[config.mk]
export PLATFORM = sky130hd
export DESIGN_NAME = ip_address_text_parser
export DESIGN_NICKNAME = d
export VERILOG_FILES = /design/src/hdl/ipatp_pkg.sv /design/src/hdl/ip_address_text_parser.sv
export VERILOG_INCLUDE_DIRS = /design/src /design/src/hdl
export SDC_FILE = /design/constraint.sdc
export NUM_CORES = 2
export LEC_CHECK = 0
export BUFFER_PORTS_ARGS = -buffer_cell sky130_fd_sc_hd__buf_2
export CORE_MARGIN = 5
export CORE_UTILIZATION = 45
export CTS_CLUSTER_DIAMETER = 30
export DETAILED_ROUTE_END_ITERATION = 7
export PLACE_DENSITY = 0.59
export SLEW_MARGIN = 20
export SYNTH_ARGS = -nofsm -noshare
export SYNTH_HDL_FRONTEND = slang
export SYNTH_SLANG_ARGS = --single-unit
[constraint.sdc]
create_clock -name clk -period 6.4 [get_ports clk]
set_input_delay 0.96 -clock clk [delete_from_list [all_inputs] [get_ports clk]]
set_output_delay 0.96 -clock clk [all_outputs]
set_load 0.01 [all_outputs]
[src/hdl/ip_address_text_parser_macros.svh]
// Assertion macros for the host text parser.
`ifndef IP_ADDRESS_TEXT_PARSER_MACROS_SVH
`define IP_ADDRESS_TEXT_PARSER_MACROS_SVH

// Same-cycle implication, checked on every rising edge outside reset.
`define IATP_ASSERT_NOW(label, ante, cons, msg) \
	label: assert property (@(posedge clk) disable iff (!arst_n) (ante) |-> (cons)) \
		else $error(msg);

// Next-cycle implication.
`define IATP_ASSERT_NEXT(label, ante, cons, msg) \
	label: assert property (@(posedge clk) disable iff (!arst_n) (ante) |=> (cons)) \
		else $error(msg);

`endif

[src/hdl/ipatp_pkg.sv]
// Types and character constants shared by the host text parser.
package ipatp_pkg;

	typedef enum logic [1:0] {
		KIND_IPV4 = 2'd0,
		KIND_IPV6 = 2'd1,
		KIND_NAME = 2'd2
	} kind_t;

	localparam logic [7:0] CH_COLON = 8'h3A;
	localparam logic [7:0] CH_DOT   = 8'h2E;
	localparam logic [7:0] CH_ZERO  = 8'h30;
	localparam logic [7:0] CH_LC_A  = 8'h61;
	localparam logic [7:0] CH_LC_F  = 8'h66;
	localparam logic [7:0] CH_LC_Z  = 8'h7A;
	localparam logic [7:0] CH_UC_A  = 8'h41;
	localparam logic [7:0] CH_UC_F  = 8'h46;
	localparam logic [7:0] CH_UC_Z  = 8'h5A;

	// flag bit positions
	localparam int unsigned FLAG_COLON   = 0;
	localparam int unsigned FLAG_LETTER  = 1;
	localparam int unsigned FLAG_PENDING = 2;
	localparam int unsigned FLAG_DOUBLE  = 3;

	localparam logic [3:0] COUNT_MAX     = 4'd15;
	localparam logic [3:0] GROUPS_IPV6   = 4'd8;
	localparam logic [3:0] COLONS_LIMIT  = 4'd7;

endpackage

[src/hdl/ip_address_text_parser.sv]
// Host text parser: one character per word in, kind and 128-bit address out on the last one.
// Takes one character word per cycle while in_ready is high: each word is captured in an input
// register and, when it advances, updates the decimal and hex accumulators; on the word marked
// last the kind, the 128-bit value and the colon overflow flag are loaded into the output
// register instead, so out_valid rises as the last word moves from the input register to the
// output register. With a double colon the hex value is formed by placing the head part with a
// 16-bit-step shifter (double colon gap plus groups after it) and ORing in the tail part and
// final group. A stalled result only holds back the input when the next word is itself a last
// character; all accumulators clear after each result.
`include "ip_address_text_parser_macros.svh"

module ip_address_text_parser (
	input  logic             clk,
	input  logic             arst_n,
	input  logic [7:0]       ch,
	input  logic             last,
	input  logic             in_valid,
	output logic             in_ready,
	output ipatp_pkg::kind_t kind,
	output logic [63:0]      addr_high,
	output logic [63:0]      addr_low,
	output logic             too_many_colons,
	output logic             out_valid,
	input  logic             out_ready
);
	import ipatp_pkg::*;

	// input register
	logic       valid_s1;
	logic [7:0] ch_s1;
	logic       last_s1;
	logic       adv;

	// accumulators
	logic [127:0] dotted_value_q, hex_head_q, hex_tail_q;
	logic [15:0]  dotted_group_q, hex_group_q;
	logic [3:0]   colon_count_q, tail_shift_q, flags_q;

	logic [127:0] dotted_value_n, hex_head_n, hex_tail_n, acc_sel, acc_shl;
	logic [15:0]  dotted_group_n, hex_group_n, hex_ref;
	logic [3:0]   colon_count_n, tail_shift_n, flags_n, gap;
	logic [4:0]   units;
	logic [127:0] head_placed, result_val;
	logic         is_letter;
	kind_t        kind_n;

	// output register
	logic         out_valid_q;
	kind_t        kind_q;
	logic [127:0] addr_q;
	logic         flag_q;

	assign adv      = valid_s1 && (!last_s1 || !out_valid_q || out_ready);
	assign in_ready = !valid_s1 || adv;

	always_ff @(posedge clk or negedge arst_n) begin
		if (!arst_n) begin
			valid_s1 <= 1'b0;
		end else if (in_ready) begin
			valid_s1 <= in_valid;
		end
	end

	always_ff @(posedge clk) begin
		if (in_ready && in_valid) begin
			ch_s1   <= ch;
			last_s1 <= last;
		end
	end

	always_comb begin
		is_letter = (ch_s1 >= CH_LC_A && ch_s1 <= CH_LC_Z) ||
			(ch_s1 >= CH_UC_A && ch_s1 <= CH_UC_Z);

		dotted_value_n = dotted_value_q;
		dotted_group_n = dotted_group_q;
		hex_head_n     = hex_head_q;
		hex_tail_n     = hex_tail_q;
		hex_group_n    = hex_group_q;
		colon_count_n  = colon_count_q;
		tail_shift_n   = tail_shift_q;
		flags_n        = flags_q;
		if (is_letter) begin
			flags_n[FLAG_LETTER] = 1'b1;
		end

		// decimal reading
		if (ch_s1 == CH_DOT) begin
			dotted_value_n = {dotted_value_q[119:16],
				dotted_value_q[15:0] | dotted_group_q, 8'h00};
			dotted_group_n = '0;
		end else begin
			dotted_group_n = {dotted_group_q[12:0], 3'b000} + {dotted_group_q[14:0], 1'b0}
				+ {8'h00, ch_s1} - {8'h00, CH_ZERO};
		end

		// hex reading
		acc_sel = flags_q[FLAG_DOUBLE] ? hex_tail_q : hex_head_q;
		acc_shl = {acc_sel[111:16], acc_sel[15:0] | hex_group_q, 16'h0000};
		if (ch_s1 >= CH_LC_A && ch_s1 <= CH_LC_F) begin
			hex_ref = {8'h00, CH_LC_A};
		end else if (ch_s1 >= CH_UC_A && ch_s1 <= CH_UC_F) begin
			hex_ref = {8'h00, CH_UC_A};
		end else begin
			hex_ref = {8'h00, CH_ZERO};
		end
		if (ch_s1 == CH_COLON) begin
			flags_n[FLAG_COLON] = 1'b1;
			if (colon_count_q < COUNT_MAX) begin
				colon_count_n = colon_count_q + 4'd1;
			end
			if (flags_q[FLAG_PENDING]) begin
				// second half of a double colon
				flags_n[FLAG_PENDING] = 1'b0;
				flags_n[FLAG_DOUBLE]  = 1'b1;
			end else begin
				if (flags_q[FLAG_DOUBLE]) begin
					hex_tail_n = acc_shl;
					if (tail_shift_q < COUNT_MAX) begin
						tail_shift_n = tail_shift_q + 4'd1;
					end
				end else begin
					hex_head_n = acc_shl;
				end
				hex_group_n = '0;
				flags_n[FLAG_PENDING] = 1'b1;
			end
		end else begin
			hex_group_n = {hex_group_q[11:0], 4'h0} + {8'h00, ch_s1} - hex_ref;
			flags_n[FLAG_PENDING] = 1'b0;
		end

		// result
		gap   = (colon_count_n <= GROUPS_IPV6) ? (GROUPS_IPV6 - colon_count_n) : 4'd0;
		units = {1'b0, gap} + {1'b0, tail_shift_n};
		if (units[4:3] != 2'b00) begin
			head_placed = '0;
		end else begin
			head_placed = hex_head_n << {units[2:0], 4'h0};
		end
		if (flags_n[FLAG_COLON]) begin
			kind_n     = KIND_IPV6;
			result_val = flags_n[FLAG_DOUBLE] ? (head_placed | hex_tail_n) : hex_head_n;
			result_val[15:0] = result_val[15:0] | hex_group_n;
		end else if (flags_n[FLAG_LETTER]) begin
			kind_n     = KIND_NAME;
			result_val = '0;
		end else begin
			kind_n     = KIND_IPV4;
			result_val = {dotted_value_n[127:16], dotted_value_n[15:0] | dotted_group_n};
		end
	end

	always_ff @(posedge clk or negedge arst_n) begin
		if (!arst_n) begin
			dotted_value_q <= '0;
			dotted_group_q <= '0;
			hex_head_q     <= '0;
			hex_tail_q     <= '0;
			hex_group_q    <= '0;
			colon_count_q  <= '0;
			tail_shift_q   <= '0;
			flags_q        <= '0;
		end else if (adv) begin
			if (last_s1) begin
				dotted_value_q <= '0;
				dotted_group_q <= '0;
				hex_head_q     <= '0;
				hex_tail_q     <= '0;
				hex_group_q    <= '0;
				colon_count_q  <= '0;
				tail_shift_q   <= '0;
				flags_q        <= '0;
			end else begin
				dotted_value_q <= dotted_value_n;
				dotted_group_q <= dotted_group_n;
				hex_head_q     <= hex_head_n;
				hex_tail_q     <= hex_tail_n;
				hex_group_q    <= hex_group_n;
				colon_count_q  <= colon_count_n;
				tail_shift_q   <= tail_shift_n;
				flags_q        <= flags_n;
			end
		end
	end

	always_ff @(posedge clk or negedge arst_n) begin
		if (!arst_n) begin
			out_valid_q <= 1'b0;
		end else if (adv && last_s1) begin
			out_valid_q <= 1'b1;
		end else if (out_ready) begin
			out_valid_q <= 1'b0;
		end
	end

	always_ff @(posedge clk) begin
		if (adv && last_s1) begin
			kind_q <= kind_n;
			addr_q <= result_val;
			flag_q <= (colon_count_n > COLONS_LIMIT);
		end
	end

	assign out_valid       = out_valid_q;
	assign kind            = kind_q;
	assign addr_high       = addr_q[127:64];
	assign addr_low        = addr_q[63:0];
	assign too_many_colons = flag_q;

	`IATP_ASSERT_NOW(a_name_zero, out_valid && kind == KIND_NAME, addr_q == '0, "name not zero")
	`IATP_ASSERT_NOW(a_flag_ipv6, out_valid && too_many_colons, kind == KIND_IPV6, "flag not ipv6")
	`IATP_ASSERT_NOW(a_colon_flag, 1'b1, |colon_count_q == flags_q[FLAG_COLON], "colon flag")
	`IATP_ASSERT_NOW(a_tail_double, tail_shift_q != 4'd0, flags_q[FLAG_DOUBLE], "tail, no double")
	`IATP_ASSERT_NEXT(a_clear_after_last, adv && last_s1, ~|{colon_count_q, flags_q}, "not cleared")

endmodule
# Word level (Yosys, flattened, before mapping)
# Index checks and enable logic that the tools add are counted.
# totals
regBits	570
word_cells	99
inputBits	13
# classes
order_cmp	10
eq_ne	2
mux	41
shifts	1
addsub	9
reduce_logical	16
bitwise	5
# op_table
cell	count
2-to-1 mux 128 bit	14
OR 128 bit	1
<< shifter 128 x 7 -> 128 bit	1
2-to-1 mux 112 bit	1
2-to-1 mux 16 bit	5
OR 16 bit	4
2-to-1 mux 4 bit	10
adder 16 x 8 -> 16 bit	2
less-or-equal comparator 8 x 7 -> 1 bit (second input constant)	4
adder 16 bit	1
== test 8 x 6 -> 1 bit (second input constant)	2
>= comparator 8 x 7 -> 1 bit (second input constant)	2
subtractor 16 bit	1
subtractor 16 x 6 -> 16 bit (second input constant)	1
2-to-1 mux 7 bit	2
adder 4 x 1 -> 4 bit (second input constant)	2
less-than comparator 4 bit (second input constant)	2
2-to-1 mux 1 bit	8
logical AND 1 bit	7
adder 4 x 4 -> 5 bit	1
> comparator 4 x 3 -> 1 bit (second input constant)	1
less-or-equal comparator 4 bit (second input constant)	1
logical OR 1 bit	4
nonzero test 2 bit	2
3 further kinds	5

# Longest topological paths before layout
# logic_depth
depth_word	12
depth_mapped	20

# Worst setup path after synthesis
# No wires, ideal clock.
# synth_path
kind	input -> register
startpoint	input out_ready
endpoint	register addr_q[0] (enable)
t_required_ps	5857
stages	4
slack_ps	954
t_arrival_ps	4903
cell_sequence	inv_1 nand3_1 and3_1 clkbuf_1
# synth_via
elab_chain_cells	3
# synth_rtl
item	line	rtl
from (decl)	ip_address_text_parser.sv:24	input logic out_ready
logical OR 1 bit	ip_address_text_parser.sv:53	assign adv = valid_s1 && (!last_s1 || !out_valid_q || out_ready);
logical AND 1 bit	ip_address_text_parser.sv:53	
logical AND 1 bit	ip_address_text_parser.sv:198	if (adv && last_s1) begin
to (signal assigned)	ip_address_text_parser.sv:200	addr_q <= result_val;
to (decl)	ip_address_text_parser.sv:50	logic [127:0] addr_q;
# Every way passes these cells.
# A chain may end at the register's enable or synchronous reset.

# Final worst setup path
# layout_path
startpoint	register ch_s1[2]
endpoint	register addr_q[8], data pin
# layout_via
elab_chain_cells	11
elab_cells_between_ends	42
classes_between	6 x add/sub; 7 x order compare; 2 x eq/ne; 1 x shift; 17 x mux; 3 x bitwise; 6 x reduce/logical
# layout_rtl
item	line	rtl
from (decl)	ip_address_text_parser.sv:30	logic [7:0] ch_s1;
from (signal assigned)	ip_address_text_parser.sv:66	ch_s1 <= ch;
== test 8 x 6 -> 1 bit	ip_address_text_parser.sv:107	if (ch_s1 == CH_COLON) begin
2-to-1 mux 4 bit	ip_address_text_parser.sv:107	
subtractor 4 bit or less-or-equal comparator 4 bit (tied branches)	ip_address_text_parser.sv:134	gap = (colon_count_n <= GROUPS_IPV6) ? (GROUPS_IPV6 - colon_count_n) : 4'd0;
2-to-1 mux 4 bit	ip_address_text_parser.sv:134	
adder 4 x 4 -> 5 bit	ip_address_text_parser.sv:135	units = {1'b0, gap} + {1'b0, tail_shift_n};
<< shifter 128 x 7 -> 128 bit or nonzero test 2 bit (tied branches)	ip_address_text_parser.sv:139, ip_address_text_parser.sv:136	
2-to-1 mux 128 bit	ip_address_text_parser.sv:136	if (units[4:3] != 2'b00) begin
OR 128 bit	ip_address_text_parser.sv:143	result_val = flags_n[FLAG_DOUBLE] ? (head_placed | hex_tail_n) : hex_head_n;
2-to-1 mux 128 bit	ip_address_text_parser.sv:143	
OR 16 bit	ip_address_text_parser.sv:144	result_val[15:0] = result_val[15:0] | hex_group_n;
2-to-1 mux 128 bit (*)	ip_address_text_parser.sv:141	if (flags_n[FLAG_COLON]) begin
named net result_val[8]	ip_address_text_parser.sv:43	logic [127:0] head_placed, result_val;
# The timed path passes the listed nets; every way through them passes the cells marked *.

==> results.json <==
{
  "drt_iter0_drc": 4135,
  "synth_edf_count": 140,
  "crit_type": "register to register",
  "post_dp_cell_area_um2": 34500,
  "r2r_end": "addr_q[8]$_DFFE_PP_",
  "io_buffer_count": 145,
  "hold_viol": 0,
  "power.static_leakage_nw": 16.0,
  "wl_met3_um": 13900,
  "avgViaCountPerCell": 6.66,
  "synthFlopType": "dfrtp_1",
  "die_area_um2": 78700,
  "hpwl_um": 92200,
  "reg2reg_from": "ch_s1[2]$_DFFE_PP_",
  "yosys_warnings": 0,
  "grt_overflow": 0,
  "netlist_instances": 3432,
  "cts-root-buf": "clkbuf_16",
  "grt_pass1_wl_um": 205000,
  "netlist_area_um2": 32900,
  "final_area_um2": 39700,
  "place.gp.congestion": 0.960,
  "nFillCells": 6445,
  "vias": 30600,
  "slowest_delay_ns": 0.60,
  "synth_area_leaders": "dfrtp_1 33%, edfxtp_1 13%, a22o_1 7.8%",
  "antenna_found_initial": 7,
  "numCtsBuffers": 146,
  "core_um2": 72700,
  "drive_gt1_frac": 0.160,
  "synth.avg_cell_area_um2": 9.59,
  "hold_path_class": "input port to asynchronous set/reset pin",
  "nets": 3601,
  "grt_pass1_vias": 29600,
  "die_x_um": 280,
  "p_per_area_nw_per_um2": 357,
  "worst_path_max_delay_cell": "buf_4",
  "area_delta_synth_final_pct": 20.5,
  "worst_slew_pin_slew_ns": 1.19,
  "wirelength_um": 141000,
  "end_kind": "register",
  "num_rows": 99,
  "max_freq_mhz": 172,
  "synth.distinct_cells": 80,
  "ys_async_sr_fraction": 0.754,
  "clock_skew_ns": 0.0243,
  "wl_met1_um": 58300,
  "synth_top_area_frac": 0.327,
  "cp_max_fo": 52,
  "ys_ff_latch": 570,
  "setup_violations": 0,
  "drt_pass1_iterations": 7,
  "insertion_delay_ns": 0.72,
  "clock_sink_count": 570,
  "htree_levels": 4,
  "die_h_um": 280,
  "rsz0062_at_grt": "false",
  "cts_setup_buffers": 0,
  "ioPinCount": 146,
  "crit_required_ns": 6.82,
  "relSlewSlack": 0.210,
  "status": "finished clean",
  "start_util": 0.453,
  "path_buf_inv": 3,
  "wl_per_cell_um": 30.6,
  "crit_arrival_ns": 6.24,
  "grt_start_max_net_pins": 162,
  "clk_path_buf_depth": 3,
  "top_layer_used": "met5",
  "reg2regPathDepth": 19,
  "ant_nets": 0,
  "drc": 0,
  "cts_tree": "built",
  "clk_pin_slew_ns": 0.05,
  "setup-tns-final_ns": 0,
  "synth_top_area_cell": "dfrtp_1",
  "fin_crit_sh": 0.910,
  "drv_cap": 0,
  "slew_violations": 0,
  "postCtsHoldBufs": 0,
  "cp-start-kind": "register",
  "cpLargestDelayFamily": "buffers and inverters",
  "ir_drop_uv": 307,
  "ff2ff_setup_slack_ns": 0.58,
  "path_cells": "inv_1 > ha_1 > and3b_1 > nand2_2 > a31oi_1 > mux2i_1 > ha_1 > a21boi_0 > nor2_1 > ha_4 > fa_2 > buf_4 > nor3_1 > nand2_2 > buf_4 > nor2_1 > a22o_1 > a222oi_1 > a22oi_1",
  "synth_fp_nets": 3517,
  "post-route-min-period_ns": 5.82,
  "cts_resized": 0,
  "grt_util_all_layers": 0.349,
  "yosysSeqAreaShare": 0.455,
  "wl_met2_um": 59700,
  "synth.most_common_cell": "dfrtp_1",
  "ys_top_cells_by_count": "430 x dfrtp_1, 405 x nand2_1, 293 x a22o_1"
}
==> registers in the layout, summed over array words and instances (netlist names), 2 cells and up <==
register        cells
addr_q            128
dotted_value_q    128
hex_head_q        128
hex_tail_q        128
dotted_group_q     16
hex_group_q        16
ch_s1               8
colon_count_q       4
flags_q             4
tail_shift_q        4
kind                2
==> worst register-to-register path, delay by kind of cell (launching register included) <==
family	cells	cell delay [ns]
multiplexers	1	0.19
AND/OR/NAND/NOR	6	0.96
flip-flops	1	0.45
AO/OA/AOI/OAI	5	1.26
adder cells (fa/ha/maj)	4	1.33
buffers and inverters	3	1.34
==> metrics by stage <==
stage               cells  worst slack, ns  power [mW]  hold WS [ns]   util
floorplan            3432            0.954        5.67         0.449      -
global placement     4326            0.681        6.60         0.466  0.475
detailed placement   4326            0.673        6.64         0.465  0.475
CTS                  4595            0.652        14.2         0.254  0.545
global route         4596            0.252        14.7         0.319  0.546
finish               4598            0.577        14.2         0.251  0.546
==> area by class of cell <==
class                   instances  area [um^2]  share of cell area
diodes                          2         5.00            0.000126
well taps                     959         1200              0.0302
flip-flops and latches        570        15000               0.377
multi-input cells            2483        16500               0.417
inverters                      88          330             0.00833
clock inverters                62          851              0.0214
clock buffers                 207         4250               0.107
repair buffers                227         1530              0.0387
==> per-layer routing <==
layer / vias up / global-route usage
met3: 349 / 0.0831
met5: - / 0
met4: 4 / 0.185
met1: 15300 / 0.488
li1: 13100 / -
met2: 1842 / 0.503
==> worst max-delay path by stage <==
stage,startpoint,end,slack (ns),depth (start not counted)
2_1_floorplan,out_ready,addr_q[0]$_DFFE_PP_,0.95,4
3_3_place_gp,ch_s1[2]$_DFFE_PP_,addr_q[98]$_DFFE_PP_,0.68,19
3_5_place_dp,ch_s1[2]$_DFFE_PP_,addr_q[8]$_DFFE_PP_,0.67,19
4_1_cts,ch_s1[2]$_DFFE_PP_,addr_q[8]$_DFFE_PP_,0.65,19
5_1_grt,ch_s1[2]$_DFFE_PP_,addr_q[8]$_DFFE_PP_,0.25,19
6_report,ch_s1[2]$_DFFE_PP_,addr_q[8]$_DFFE_PP_,0.58,19
==> where the power goes <==
group	total, mW	leakage, nW	switching (mW)	internal [mW]
sequential	4.09	7.32	0.158	3.94
clock	7.54	2.47	2.31	5.23
combinational	2.52	6.19	1.64	0.887
==> cells by family (layout without fill, tap and decap cells) <==
family / after synthesis / in the layout / share of synthesized area
buffers and inverters: 379 / 584 / 0.0478
XOR/XNOR: 32 / 32 / 0.00851
adder cells (fa/ha/maj): 72 / 72 / 0.0299
flip-flops: 570 / 570 / 0.455
AND/OR/NAND/NOR: 859 / 859 / 0.113
AO/OA/AOI/OAI: 1253 / 1253 / 0.262
other: 0 / 2 / 0
multiplexers: 267 / 267 / 0.0840
==> cell usage in the layout (no fill, tap or decap), types with 13 or more instances in the layout <==
| cell | synthesis | final |
|---|---|---|
| a211oi_1 | 37 | 37 |
| a21o_1 | 23 | 23 |
| a21oi_1 | 208 | 208 |
| a221o_1 | 17 | 16 |
| a221oi_1 | 25 | 25 |
| a22o_1 | 293 | 293 |
| a31oi_1 | 47 | 47 |
| a41oi_1 | 24 | 24 |
| and2_1 | 57 | 57 |
| buf_12 | 0 | 13 |
| buf_2 | 72 | 144 |
| buf_4 | 8 | 68 |
| bufinv_16 | 0 | 16 |
| clkbuf_1 | 174 | 30 |
| clkbuf_16 | 0 | 151 |
| clkbuf_8 | 0 | 26 |
| clkinv_2 | 0 | 17 |
| dfrtp_1 | 430 | 429 |
| edfxtp_1 | 140 | 140 |
| ha_1 | 61 | 60 |
| inv_1 | 86 | 86 |
| mux2_2 | 73 | 73 |
| mux2i_1 | 194 | 194 |
| nand2_1 | 405 | 401 |
| nand3_1 | 21 | 20 |
| nor2_1 | 230 | 223 |
| nor3_1 | 75 | 75 |
| o21ai_0 | 247 | 247 |
| o21ai_1 | 14 | 13 |
| o22a_1 | 21 | 21 |
| o22ai_1 | 147 | 147 |
| o2bb2ai_1 | 21 | 21 |
| o31ai_1 | 28 | 28 |
| xnor2_1 | 19 | 18 |
| xor2_1 | 13 | 13 |
No activity file was read; power rests on OpenSTA's default activity.
